$ cat config.mk
export PLATFORM = sky130hd
export DESIGN_NAME = sorting_filtering_stack
export DESIGN_NICKNAME = d
export VERILOG_FILES = /design/src/rtl/sfs_pkg.sv /design/src/rtl/sfs_mem.sv /design/src/rtl/sfs_cmp.sv /design/src/rtl/sorting_filtering_stack.sv
export SDC_FILE = /design/constraint.sdc
export NUM_CORES = 2
export LEC_CHECK = 0
export ABC_AREA = 1
export BUFFER_PORTS_ARGS = -buffer_cell sky130_fd_sc_hd__buf_2
export CORE_ASPECT_RATIO = 0.5
export CORE_UTILIZATION = 35
export CTS_CLUSTER_SIZE = 28
export DETAILED_ROUTE_END_ITERATION = 10
export PLACE_DENSITY = 0.47
export SLEW_MARGIN = 20
export SYNTH_ARGS = -nofsm -noshare
export SYNTH_HDL_FRONTEND = slang
export SYNTH_SLANG_ARGS = --single-unit
$ cat constraint.sdc
create_clock -name clk -period 8.2 [get_ports clk]
set_input_delay 0.82 -clock clk [delete_from_list [all_inputs] [get_ports clk]]
set_output_delay 0.82 -clock clk [all_outputs]
set_load 0.02 [all_outputs]
$ cat src/rtl/sfs_pkg.sv
// Shared constants and code types for the sorting/filtering stack.
package sfs_pkg;

  localparam int DEPTH_DEF      = 32;
  localparam int DATA_WIDTH_DEF = 32;

  localparam int OP_W     = 3;
  localparam int VAL_W    = 32;
  localparam int STATUS_W = 2;
  localparam int COUNT_W  = 6;
  localparam int EXT_W    = 64;

  typedef enum logic [OP_W-1:0] {
    OP_PUSH        = 3'd0,
    OP_POP         = 3'd1,
    OP_CREATE      = 3'd2,
    OP_CLEAR       = 3'd3,
    OP_REMOVE_EVEN = 3'd4,
    OP_SORT        = 3'd5,
    OP_DUMP        = 3'd6
  } op_t;

  typedef enum logic [STATUS_W-1:0] {
    ST_OK        = 2'd0,
    ST_OVERFLOW  = 2'd1,
    ST_UNDERFLOW = 2'd2
  } status_t;

endpackage

$ cat src/rtl/sfs_mem.sv
// Element store: one write port, one read port with registered read data.
module sfs_mem #(
  parameter int DEPTH      = sfs_pkg::DEPTH_DEF,
  parameter int DATA_WIDTH = sfs_pkg::DATA_WIDTH_DEF,
  parameter int AW         = $clog2(DEPTH)
) (
  input  logic                  clk,
  input  logic                  we,
  input  logic [AW-1:0]         waddr,
  input  logic [DATA_WIDTH-1:0] wdata,
  input  logic                  re,
  input  logic [AW-1:0]         raddr,
  output logic [DATA_WIDTH-1:0] rdata
);
  import sfs_pkg::*;

  logic [DATA_WIDTH-1:0] mem [DEPTH];
  logic [DATA_WIDTH-1:0] rdata_r;

  always_ff @(posedge clk) begin
    if (we) begin
      mem[waddr] <= wdata;
    end
  end

  // read data holds while no read is issued
  always_ff @(posedge clk) begin
    if (re) begin
      rdata_r <= mem[raddr];
    end
  end

  assign rdata = rdata_r;

endmodule

$ cat src/rtl/sfs_cmp.sv
// Shared signed comparator used by the bubble sort passes.
module sfs_cmp #(
  parameter int DATA_WIDTH = sfs_pkg::DATA_WIDTH_DEF
) (
  input  logic [DATA_WIDTH-1:0] a,
  input  logic [DATA_WIDTH-1:0] b,
  output logic                  a_lt_b
);
  import sfs_pkg::*;

  assign a_lt_b = $signed(a) < $signed(b);

endmodule

$ cat src/rtl/sorting_filtering_stack.sv
// Top level: bounded stack with remove-even filter, bubble sort and dump.
//
//  channel | ports                                          | direction
//  --------+------------------------------------------------+----------
//  in      | in_valid, in_ready, in_operation, in_push_value | into block
//  out     | out_valid, out_ready, out_status,               | out of block
//          | out_element_value, out_holds_element,          |
//          | out_element_count, out_last                    |
//
// Steps (sequencer busy, accept step included): push, pop, create, clear
//   go through accept/update, top read issue and top read return through
//   the store's registered read port. Remove-even reads and checks each
//   element in turn, then reports the top. Sort runs passes over L elements
//   (one compare per cycle on the shared comparator), for L = n down to 2,
//   then reports the top. Dump reads and emits each element from the top
//   down. The top read is skipped whenever the stack ends up empty.
// Reset (rst_n low, synchronous) empties the stack; store contents are not
//   cleared, only entries below the fill count are ever read.
// in_ready is high only while the sequencer is idle. A result waiting in the
//   output register does not block the next accept; the sequencer stalls
//   only when it has a new result and the output register is still full.
module sorting_filtering_stack #(
  parameter int DEPTH      = sfs_pkg::DEPTH_DEF,
  parameter int DATA_WIDTH = sfs_pkg::DATA_WIDTH_DEF
) (
  input  logic                               clk,
  input  logic                               rst_n,
  // input transactions
  input  logic                               in_valid,
  output logic                               in_ready,
  input  logic [sfs_pkg::OP_W-1:0]           in_operation,
  input  logic signed [sfs_pkg::VAL_W-1:0]   in_push_value,
  // result transactions
  output logic                               out_valid,
  input  logic                               out_ready,
  output logic [sfs_pkg::STATUS_W-1:0]       out_status,
  output logic signed [sfs_pkg::VAL_W-1:0]   out_element_value,
  output logic                               out_holds_element,
  output logic [sfs_pkg::COUNT_W-1:0]        out_element_count,
  output logic                               out_last
);
  import sfs_pkg::*;

  localparam int AW = $clog2(DEPTH);
  localparam int CW = $clog2(DEPTH + 1);

  typedef enum logic [3:0] {
    S_IDLE,
    S_TOP_RD,    // issue read of the top entry
    S_TOP_EM,    // single result with top value
    S_RE_RD,     // remove-even: read next element
    S_RE_CHK,    // remove-even: keep odd element
    S_SRT_LD,    // sort pass: read entry 0
    S_SRT_HOLD,  // sort pass: capture entry 0, read entry 1
    S_SRT_CMP,   // sort pass: one compare/exchange per cycle
    S_SRT_END,   // sort pass: park the carried value in the last slot below the pass limit
    S_DMP_RD,    // dump: read next element from the top
    S_DMP_EM     // dump: emit it
  } state_t;

  state_t                state_r, state_nxt;
  logic [CW-1:0]         cnt_r, cnt_nxt;     // fill count
  logic [CW-1:0]         idx_r, idx_nxt;     // walk index
  logic [CW-1:0]         lim_r, lim_nxt;     // sort pass limit
  logic [CW-1:0]         wr_r, wr_nxt;       // remove-even write index
  logic [DATA_WIDTH-1:0] hold_r, hold_nxt;   // value carried through a pass
  status_t               st_r, st_nxt;

  logic                  out_valid_r, out_valid_nxt;
  status_t               out_status_r, out_status_nxt;
  logic [DATA_WIDTH-1:0] out_val_r, out_val_nxt;
  logic                  out_holds_r, out_holds_nxt;
  logic [CW-1:0]         out_cnt_r, out_cnt_nxt;
  logic                  out_last_r, out_last_nxt;

  // store ports
  logic                  mem_we, mem_re;
  logic [AW-1:0]         mem_waddr, mem_raddr;
  logic [DATA_WIDTH-1:0] mem_wdata, mem_rdata;

  logic                  lt;
  logic                  out_free;
  logic [CW-1:0]         idx_p1, idx_p2, cnt_m1, lim_m1;
  logic signed [EXT_W-1:0] push_ext;
  logic [DATA_WIDTH-1:0] push_st;
  logic signed [EXT_W-1:0] out_ext;

  sfs_mem #(
    .DEPTH      (DEPTH),
    .DATA_WIDTH (DATA_WIDTH),
    .AW         (AW)
  ) u_mem (
    .clk   (clk),
    .we    (mem_we),
    .waddr (mem_waddr),
    .wdata (mem_wdata),
    .re    (mem_re),
    .raddr (mem_raddr),
    .rdata (mem_rdata)
  );

  // carried value against the freshly read neighbour
  sfs_cmp #(
    .DATA_WIDTH (DATA_WIDTH)
  ) u_cmp (
    .a      (hold_r),
    .b      (mem_rdata),
    .a_lt_b (lt)
  );

  assign in_ready = (state_r == S_IDLE);
  assign out_free = !out_valid_r || out_ready;

  // push value: sign-extend from 32 bits, then cut to the stored width
  assign push_ext = EXT_W'(in_push_value);
  assign push_st  = push_ext[DATA_WIDTH-1:0];

  assign idx_p1 = idx_r + CW'(1);
  assign idx_p2 = idx_r + CW'(2);
  assign cnt_m1 = cnt_r - CW'(1);
  assign lim_m1 = lim_r - CW'(1);

  function automatic logic [AW-1:0] idx_m1_addr(input logic [CW-1:0] i);
    logic [CW-1:0] d;
    d = i - CW'(1);
    return d[AW-1:0];
  endfunction

  always_comb begin
    state_nxt      = state_r;
    cnt_nxt        = cnt_r;
    idx_nxt        = idx_r;
    lim_nxt        = lim_r;
    wr_nxt         = wr_r;
    hold_nxt       = hold_r;
    st_nxt         = st_r;
    out_valid_nxt  = out_valid_r && !out_ready;
    out_status_nxt = out_status_r;
    out_val_nxt    = out_val_r;
    out_holds_nxt  = out_holds_r;
    out_cnt_nxt    = out_cnt_r;
    out_last_nxt   = out_last_r;
    mem_we         = 1'b0;
    mem_waddr      = '0;
    mem_wdata      = hold_r;
    mem_re         = 1'b0;
    mem_raddr      = '0;

    unique case (state_r)
      S_IDLE: begin
        if (in_valid) begin
          st_nxt    = ST_OK;
          state_nxt = S_TOP_RD;
          case (op_t'(in_operation))
            OP_PUSH: begin
              if (cnt_r == CW'(DEPTH)) begin
                st_nxt = ST_OVERFLOW;
              end else begin
                mem_we    = 1'b1;
                mem_waddr = cnt_r[AW-1:0];
                mem_wdata = push_st;
                cnt_nxt   = cnt_r + CW'(1);
              end
            end
            OP_POP: begin
              if (cnt_r == '0) begin
                st_nxt = ST_UNDERFLOW;
              end else begin
                cnt_nxt = cnt_m1;
              end
            end
            OP_CREATE: begin
              mem_we    = 1'b1;
              mem_waddr = '0;
              mem_wdata = push_st;
              cnt_nxt   = CW'(1);
            end
            OP_CLEAR: begin
              cnt_nxt = '0;
            end
            OP_REMOVE_EVEN: begin
              idx_nxt   = '0;
              wr_nxt    = '0;
              state_nxt = S_RE_RD;
            end
            OP_SORT: begin
              if (cnt_r >= CW'(2)) begin
                lim_nxt   = cnt_r;
                state_nxt = S_SRT_LD;
              end
            end
            OP_DUMP: begin
              idx_nxt   = cnt_r;
              state_nxt = S_DMP_RD;
            end
            default: begin
              // unused code: report the top only
            end
          endcase
        end
      end

      S_TOP_RD: begin
        if (cnt_r != '0) begin
          mem_re    = 1'b1;
          mem_raddr = cnt_m1[AW-1:0];
          state_nxt = S_TOP_EM;
        end else if (out_free) begin
          out_valid_nxt  = 1'b1;
          out_status_nxt = st_r;
          out_val_nxt    = '0;
          out_holds_nxt  = 1'b0;
          out_cnt_nxt    = cnt_r;
          out_last_nxt   = 1'b1;
          state_nxt      = S_IDLE;
        end
      end

      S_TOP_EM: begin
        if (out_free) begin
          out_valid_nxt  = 1'b1;
          out_status_nxt = st_r;
          out_val_nxt    = mem_rdata;
          out_holds_nxt  = 1'b1;
          out_cnt_nxt    = cnt_r;
          out_last_nxt   = 1'b1;
          state_nxt      = S_IDLE;
        end
      end

      S_RE_RD: begin
        if (idx_r == cnt_r) begin
          cnt_nxt   = wr_r;
          state_nxt = S_TOP_RD;
        end else begin
          mem_re    = 1'b1;
          mem_raddr = idx_r[AW-1:0];
          state_nxt = S_RE_CHK;
        end
      end

      S_RE_CHK: begin
        // write index never passes the read index
        if (mem_rdata[0]) begin
          mem_we    = 1'b1;
          mem_waddr = wr_r[AW-1:0];
          mem_wdata = mem_rdata;
          wr_nxt    = wr_r + CW'(1);
        end
        idx_nxt   = idx_p1;
        state_nxt = S_RE_RD;
      end

      S_SRT_LD: begin
        mem_re    = 1'b1;
        mem_raddr = '0;
        idx_nxt   = '0;
        state_nxt = S_SRT_HOLD;
      end

      S_SRT_HOLD: begin
        hold_nxt  = mem_rdata;
        mem_re    = 1'b1;
        mem_raddr = idx_p1[AW-1:0];
        state_nxt = S_SRT_CMP;
      end

      S_SRT_CMP: begin
        // larger value goes down to idx, smaller one travels up
        mem_we    = 1'b1;
        mem_waddr = idx_r[AW-1:0];
        mem_wdata = lt ? mem_rdata : hold_r;
        hold_nxt  = lt ? hold_r : mem_rdata;
        idx_nxt   = idx_p1;
        if (idx_p2 < lim_r) begin
          mem_re    = 1'b1;
          mem_raddr = idx_p2[AW-1:0];
        end else begin
          state_nxt = S_SRT_END;
        end
      end

      S_SRT_END: begin
        mem_we    = 1'b1;
        mem_waddr = lim_m1[AW-1:0];
        mem_wdata = hold_r;
        lim_nxt   = lim_m1;
        state_nxt = (lim_m1 >= CW'(2)) ? S_SRT_LD : S_TOP_RD;
      end

      S_DMP_RD: begin
        if (idx_r == '0) begin
          // empty stack: single marker transaction
          if (out_free) begin
            out_valid_nxt  = 1'b1;
            out_status_nxt = ST_OK;
            out_val_nxt    = '0;
            out_holds_nxt  = 1'b0;
            out_cnt_nxt    = cnt_r;
            out_last_nxt   = 1'b1;
            state_nxt      = S_IDLE;
          end
        end else begin
          mem_re    = 1'b1;
          mem_raddr = idx_m1_addr(idx_r);
          state_nxt = S_DMP_EM;
        end
      end

      S_DMP_EM: begin
        if (out_free) begin
          out_valid_nxt  = 1'b1;
          out_status_nxt = ST_OK;
          out_val_nxt    = mem_rdata;
          out_holds_nxt  = 1'b1;
          out_cnt_nxt    = cnt_r;
          out_last_nxt   = (idx_r == CW'(1));
          idx_nxt        = idx_r - CW'(1);
          state_nxt      = (idx_r == CW'(1)) ? S_IDLE : S_DMP_RD;
        end
      end

      default: begin
        state_nxt = S_IDLE;
      end
    endcase
  end

  always_ff @(posedge clk) begin
    if (!rst_n) begin
      state_r     <= S_IDLE;
      cnt_r       <= '0;
      out_valid_r <= 1'b0;
    end else begin
      state_r     <= state_nxt;
      cnt_r       <= cnt_nxt;
      out_valid_r <= out_valid_nxt;
    end
    idx_r        <= idx_nxt;
    lim_r        <= lim_nxt;
    wr_r         <= wr_nxt;
    hold_r       <= hold_nxt;
    st_r         <= st_nxt;
    out_status_r <= out_status_nxt;
    out_val_r    <= out_val_nxt;
    out_holds_r  <= out_holds_nxt;
    out_cnt_r    <= out_cnt_nxt;
    out_last_r   <= out_last_nxt;
  end

  // stored value sign-extended from the stored width, cut to 32 bits
  assign out_ext = EXT_W'($signed(out_val_r));

  assign out_valid         = out_valid_r;
  assign out_status        = out_status_r;
  assign out_element_value = out_ext[VAL_W-1:0];
  assign out_holds_element = out_holds_r;
  assign out_element_count = COUNT_W'(out_cnt_r);
  assign out_last          = out_last_r;

endmodule

# Word level (Yosys, flattened, before mapping)
# Memory sizes are Yosys's and may differ from the RTL's. A register that Yosys moved wholly into a read port is not among the register bits.
# Index checks and enable logic that the tools add are counted.
classes:
  add_sub_neg: 7
  magnitude_cmp: 4
  eq_ne: 35
  n_mux: 91
  n_reduce_logical: 31
ops:
  columns: ["op", "n"]
  rows:
  - ["$mux W32", 9]
  - ["$pmux W32 S3", 2]
  - ["$pmux W32 S2", 2]
  - ["$mux W6", 15]
  - ["$pmux W6 S2", 4]
  - ["$pmux W6 S4", 2]
  - ["$pmux W4 S11", 1]
  - ["$mux W5", 8]
  - ["$lt A32 B32 Y1", 1]
  - ["$mux W4", 7]
  - ["$pmux W5 S5", 1]
  - ["$mux W1", 21]
  - ["$pmux W5 S4", 1]
  - ["$reduce_and A4 Y1", 5]
  - ["$add A6 B1 Y6 const B", 3]
  - ["$pmux W6 S3", 1]
  - ["$sub A6 B1 Y6 const B", 3]
  - ["$eq A4 B3 Y1 const B", 4]
  - ["$ne A2 B2 Y1 const B", 7]
  - ["$eq A4 B4 Y1 const B", 3]
  - ["$ge A6 B2 Y1 const B", 2]
  - ["$logic_not A6 Y1", 2]
  - ["$pmux W4 S3", 1]
  - ["$mux W2", 5]
  - ["34 further kinds", 58]
totals:
  ff_bits: 105
  mem_bits_rw: 1024
  in_bits: 39
  output_inout_bits: 44
  wordCells: 182
  n_memories: 1
mem_list:
  columns: ["name", "depth", "width", "read_ports", "rd_clocked_by_memory_dff", "wr", "line_no", "text"]
  rows:
  - ["u_mem.mem", 32, 32, 1, 1, 1, "sfs_mem.sv:17", "logic [DATA_WIDTH-1:0] mem [DEPTH];"]

# Logic depth before layout (Yosys ltp)
depth:
  ltp_word: 7
  depth_mapped: 22
  ltp_nobuf: 20

# Hierarchy
# A second synthesis with hierarchy kept.
unflattened:
  hier_cells: 4414
  hier_area_um2: 49998.0
by_module_without_submodules:
  columns: ["module", "n_inst", "cells_each", "area_each_um2"]
  rows:
  - ["sfs_mem", 1, 3536, 42726.0]
  - ["sorting_filtering_stack", 1, 743, 6433.7]
  - ["sfs_cmp", 1, 135, 838.3]

# Worst setup path after synthesis
# No wires, ideal clock.
synth_timing:
  path_kind: "input port to flip-flop"
  start: "in in_valid"
  end: "mem u_mem.mem[0][0] (netlist bit), enable pin"
  setup_ns: 0.461
  arrival_time_ns: 4.189
  setup_slack_ns: 3.550
  cell_stages: 8
  path_buffers: 2
  cell_sequence: "clkbuf_1 > inv_1 > nor2_1 > inv_1 > nor2_2 > buf_2 > nor4_1 > nor3_1"
synth_via:
  elab_chain_len: 4
  elab_cells_between_ends: 6
  cone_classes: "6 x mux"
synth_rtl:
  columns: ["item", "line_no", "text"]
  rows:
  - ["start: declaration", "sorting_filtering_stack.sv:29", "input logic in_valid,"]
  - ["$mux W1", "sorting_filtering_stack.sv:151", "if (in_valid) begin"]
  - ["$pmux W1 S3", "sorting_filtering_stack.sv:149", "unique case (state_r)"]
  - ["$mux W1", "sfs_mem.sv:21", "if (we) begin"]
  - ["$mux W1 (implied by the code)", "sfs_mem.sv:22", "mem[waddr] <= wdata;"]
  - ["end: declaration", "sfs_mem.sv:17", null]
# Parallel ways exist; a longest one is shown, timed or not.

# Final worst setup path
layout_timing:
  start: "reg state_r[2]"
  end: "mem u_mem.mem[20][25] (netlist bit), data pin"
layout_via:
  elab_chain_len: 2
  elab_cells_between_ends: 4
  cone_classes: "2 x eq/ne; 1 x mux; 1 x reduce/logical"
layout_rtl:
  columns: ["item", "line_no", "text"]
  rows:
  - ["start: declaration", "sorting_filtering_stack.sv:61", "state_t state_r, state_nxt;"]
  - ["start signal: assignment", "sorting_filtering_stack.sv:335", "state_r <= state_nxt;"]
  - ["$eq A4 B3 Y1 or $logic_not A4 Y1 (tied branches)", "sorting_filtering_stack.sv:149", null]
  - ["$pmux W32 S3 (*)", "sorting_filtering_stack.sv:149", null]
  - ["via mem_wdata[25]", "sorting_filtering_stack.sv:79", "logic [DATA_WIDTH-1:0] mem_wdata, mem_rdata;"]
# Mark *: on every way through the listed nets, which the timed path passes. The rest lies on a longest branch.

==> impl_metrics.json <==
{
  "finalSetupTns_ns": 0,
  "worst-endpoint-arrival_ns": 5.22,
  "yosys.area.top_type": "edfxtp_1",
  "root_buffer": "clkbuf_16",
  "grt_max_degree": 168,
  "first_global_vias": 36300,
  "clkSinkCount": 1161,
  "cts_buffer_depth": 3,
  "dp_slack_ns": 3.36,
  "worst_slack_ns": 3.21,
  "die_width_um": 555,
  "rows": 101,
  "yosys-top-cells-area": "edfxtp_1 (65%), nand3_1 (11%), nand2_1 (7.3%)",
  "fmax_ghz": 0.200,
  "crit_family": "simple AND/OR/NAND/NOR gates",
  "place.gp.congestion": 0.896,
  "reg2reg_from": "state_r[2]",
  "layout-drive-gt1-share": 0.0849,
  "worst_slew_pin_slew_ns": 1.16,
  "numCtsBuffers": 115,
  "port_buffers": 82,
  "status": "complete, no violations",
  "whs_ns": 0.381,
  "fillers": 14700,
  "crit_type": "reg -> reg",
  "p_leak_nw": 23.6,
  "drt-total-wl_um": 191000,
  "vias": 39100,
  "ant_nets": 0,
  "hp-class": "in -> reg",
  "grt_overflow": 0,
  "worstPathRequired_ns": 8.43,
  "synth_fp_nets": 5252,
  "dpl.hpwl_um": 101000,
  "hp-start": "rst_n",
  "htreeDepth": 3,
  "crit_path_end_kind": "flip-flop",
  "synth_common_cells": "nand3_1 (1,182), edfxtp_1 (1,150), nand2_1 (1,035), inv_1 (755), buf_2 (241)",
  "drtPass1Iterations": 6,
  "path_depth": 12,
  "pwr_density_cell_nw_per_um2": 315,
  "rrSetupSlack_ns": 3.21,
  "skew_ns": 0.0273,
  "startpoint": "state_r[2]",
  "ir_drop_uv": 162,
  "reg2reg_to": "u_mem.mem[20][25]",
  "finalCritPeriodShare": 0.609,
  "final_cell_count_no_fill": 7313,
  "initial_core_util": 0.353,
  "finalSetupViolations": 0,
  "critPathCapture": "u_mem.mem[20][25]",
  "path_clk_slew_ns": 0.07,
  "dp.cells": 7103,
  "worstPathMaxFanout": 32,
  "async_reset_ff_frac": 0,
  "antenna_found_initial": 1,
  "syn_avg_cell_area_um2": 10.4,
  "ys_warn_count": 0,
  "holdBufCountCts": 0,
  "maxCapViolations": 0,
  "finalHoldViolCount": 0,
  "nNetsFinal": 5248,
  "synth.most_common_cell": "nand3_1",
  "reg2reg_depth": 12,
  "fin_crit_ns": 4.99,
  "post_cts_buffers": 0,
  "die-area_um2": 155000,
  "drc": 0,
  "post_drt_wl_per_cell_um": 26.1,
  "clk_latency_ns": 0.75,
  "drtIter0Drc": 4546,
  "max_slew_margin": 0.228,
  "antennaDiodeCount": 0,
  "synth_cell_types": 43,
  "path_cells": "inv_2 -> nor2_2 -> inv_1 -> nor2_4 -> buf_4 -> nor2_1 -> inv_1 -> nor2_1 -> inv_2 -> nand2_1 -> a221oi_1 -> nand2_1",
  "cts_resized": 0,
  "die_h_um": 278,
  "io_pins": 83,
  "syn_inst": 5165,
  "cp-start-kind": "flip-flop",
  "yosys.area.top_type_share": 0.645,
  "coreArea_um2": 152000,
  "rsz0062_at_grt": "false",
  "yosysSeqAreaShare": 0.649,
  "worst_path_largest_cell_delay_ns": 0.79,
  "cts_tree": "yes",
  "drv_slew": 0,
  "crit_slowest_cell": "nand2_1",
  "avgViaCountPerCell": 5.34,
  "ys_ff_latch": 1161,
  "crit_buf_inv": 5,
  "ys.flop_type": "edfxtp_1",
  "netlist_area_um2": 53500,
  "grt_pass1_wl_um": 271000,
  "area_growth_pct": 12.4,
  "synth_enable_flop_cells": 1150,
  "track_usage": 0.243
}
## final cells by class
| cell class | count | area (µm²) | share of cell area |
|---|---|---|---|
| multi-input combinational | 2931 | 15000 | 0.249 |
| timing repair buffer | 186 | 1370 | 0.0228 |
| tap | 2060 | 2580 | 0.0429 |
| inverter | 766 | 2880 | 0.0479 |
| clock buffer | 144 | 3030 | 0.0504 |
| clock inverter | 65 | 549 | 0.00913 |
| sequential | 1161 | 34800 | 0.578 |
## kinds of logic (layout without fill, tap and decap cells)
kind of cell / Yosys count / after routing / synth area share
adders and majority gates: 48 / 48 / 0.0112
buffers and inverters: 1073 / 1161 / 0.0813
DFF: 1161 / 1161 / 0.649
AOI/OAI and AO/OA: 204 / 204 / 0.0222
xor gates and xnor gates: 20 / 20 / 0.00327
and+or+nand+nor: 2659 / 2659 / 0.233
## how the worst min path moves through the flow
stage,end,depth (start not counted)
floorplan,out_element_count[2],0
detailed placement,hold_r[28],0
finish,cnt_r[3],3
CTS,cnt_r[3],3
global placement,hold_r[27],0
global route,cnt_r[3],3
## placed cells by master (no fill, tap or decap), drive strengths merged, types with 3 or more instances in the layout
| cell | instances |
|---|---|
| clkbuf | 144 |
| ha | 48 |
| or2 | 3 |
| clkinv | 53 |
| bufinv | 8 |
| nand4 | 6 |
| a31oi | 7 |
| buf | 186 |
| nand3b | 225 |
| dfxtp | 11 |
| nand3 | 1185 |
| clkinvlp | 3 |
| xor2 | 16 |
| nand2 | 1038 |
| nor4 | 5 |
| o21a | 3 |
| o22ai | 4 |
| inv | 767 |
| o221ai | 11 |
| o21bai | 3 |
| edfxtp | 1150 |
| nor3 | 17 |
| xnor2 | 4 |
| o211ai | 26 |
| a21oi | 96 |
| o21ai | 45 |
| a221oi | 4 |
| nor2 | 180 |
## flip-flops by register name, summed over array words and instances, names as in the netlist
signal	cells
out_status	2
out_holds_element	1
out_element_count	6
st_r	2
u_mem.rdata	32
lim_r	6
out_valid	1
wr_r	6
out_last	1
idx_r	6
hold_r	32
state_r	4
out_element_value	32
cnt_r	6
u_mem.mem	1024
## power breakdown
part / switching, mW / internal [mW]
Combinational: 4.43 / 1.43
Clock: 2.36 / 2.86
Sequential: 0.166 / 7.68
## through the flow
step	utilization	instance area (µm²)	total power [mW]
5_1_grt	0.396	60100	19.7
3_5_place_dp	0.373	56500	13.8
6_report	0.396	60100	18.9
3_3_place_gp	0.371	56400	13.7
4_1_cts	0.396	60100	19.0
2_1_floorplan	-	53500	11.5
## metal layers
layer,share of wire,vias to the layer above,track usage
met5,0,-,0
met4,0.032,0,0.0755
met3,0.080,289,0.0373
met2,0.43,1750,0.358
met1,0.46,19500,0.367
li1,-,17500,-
## worst min-delay path, delay by kind of cell
kind	cells	cell delay [ns]
AO/OA/AOI/OAI	2	0.12
buffers and inverters	1	0.14
Note: power is estimated with default switching activity, not from simulation.
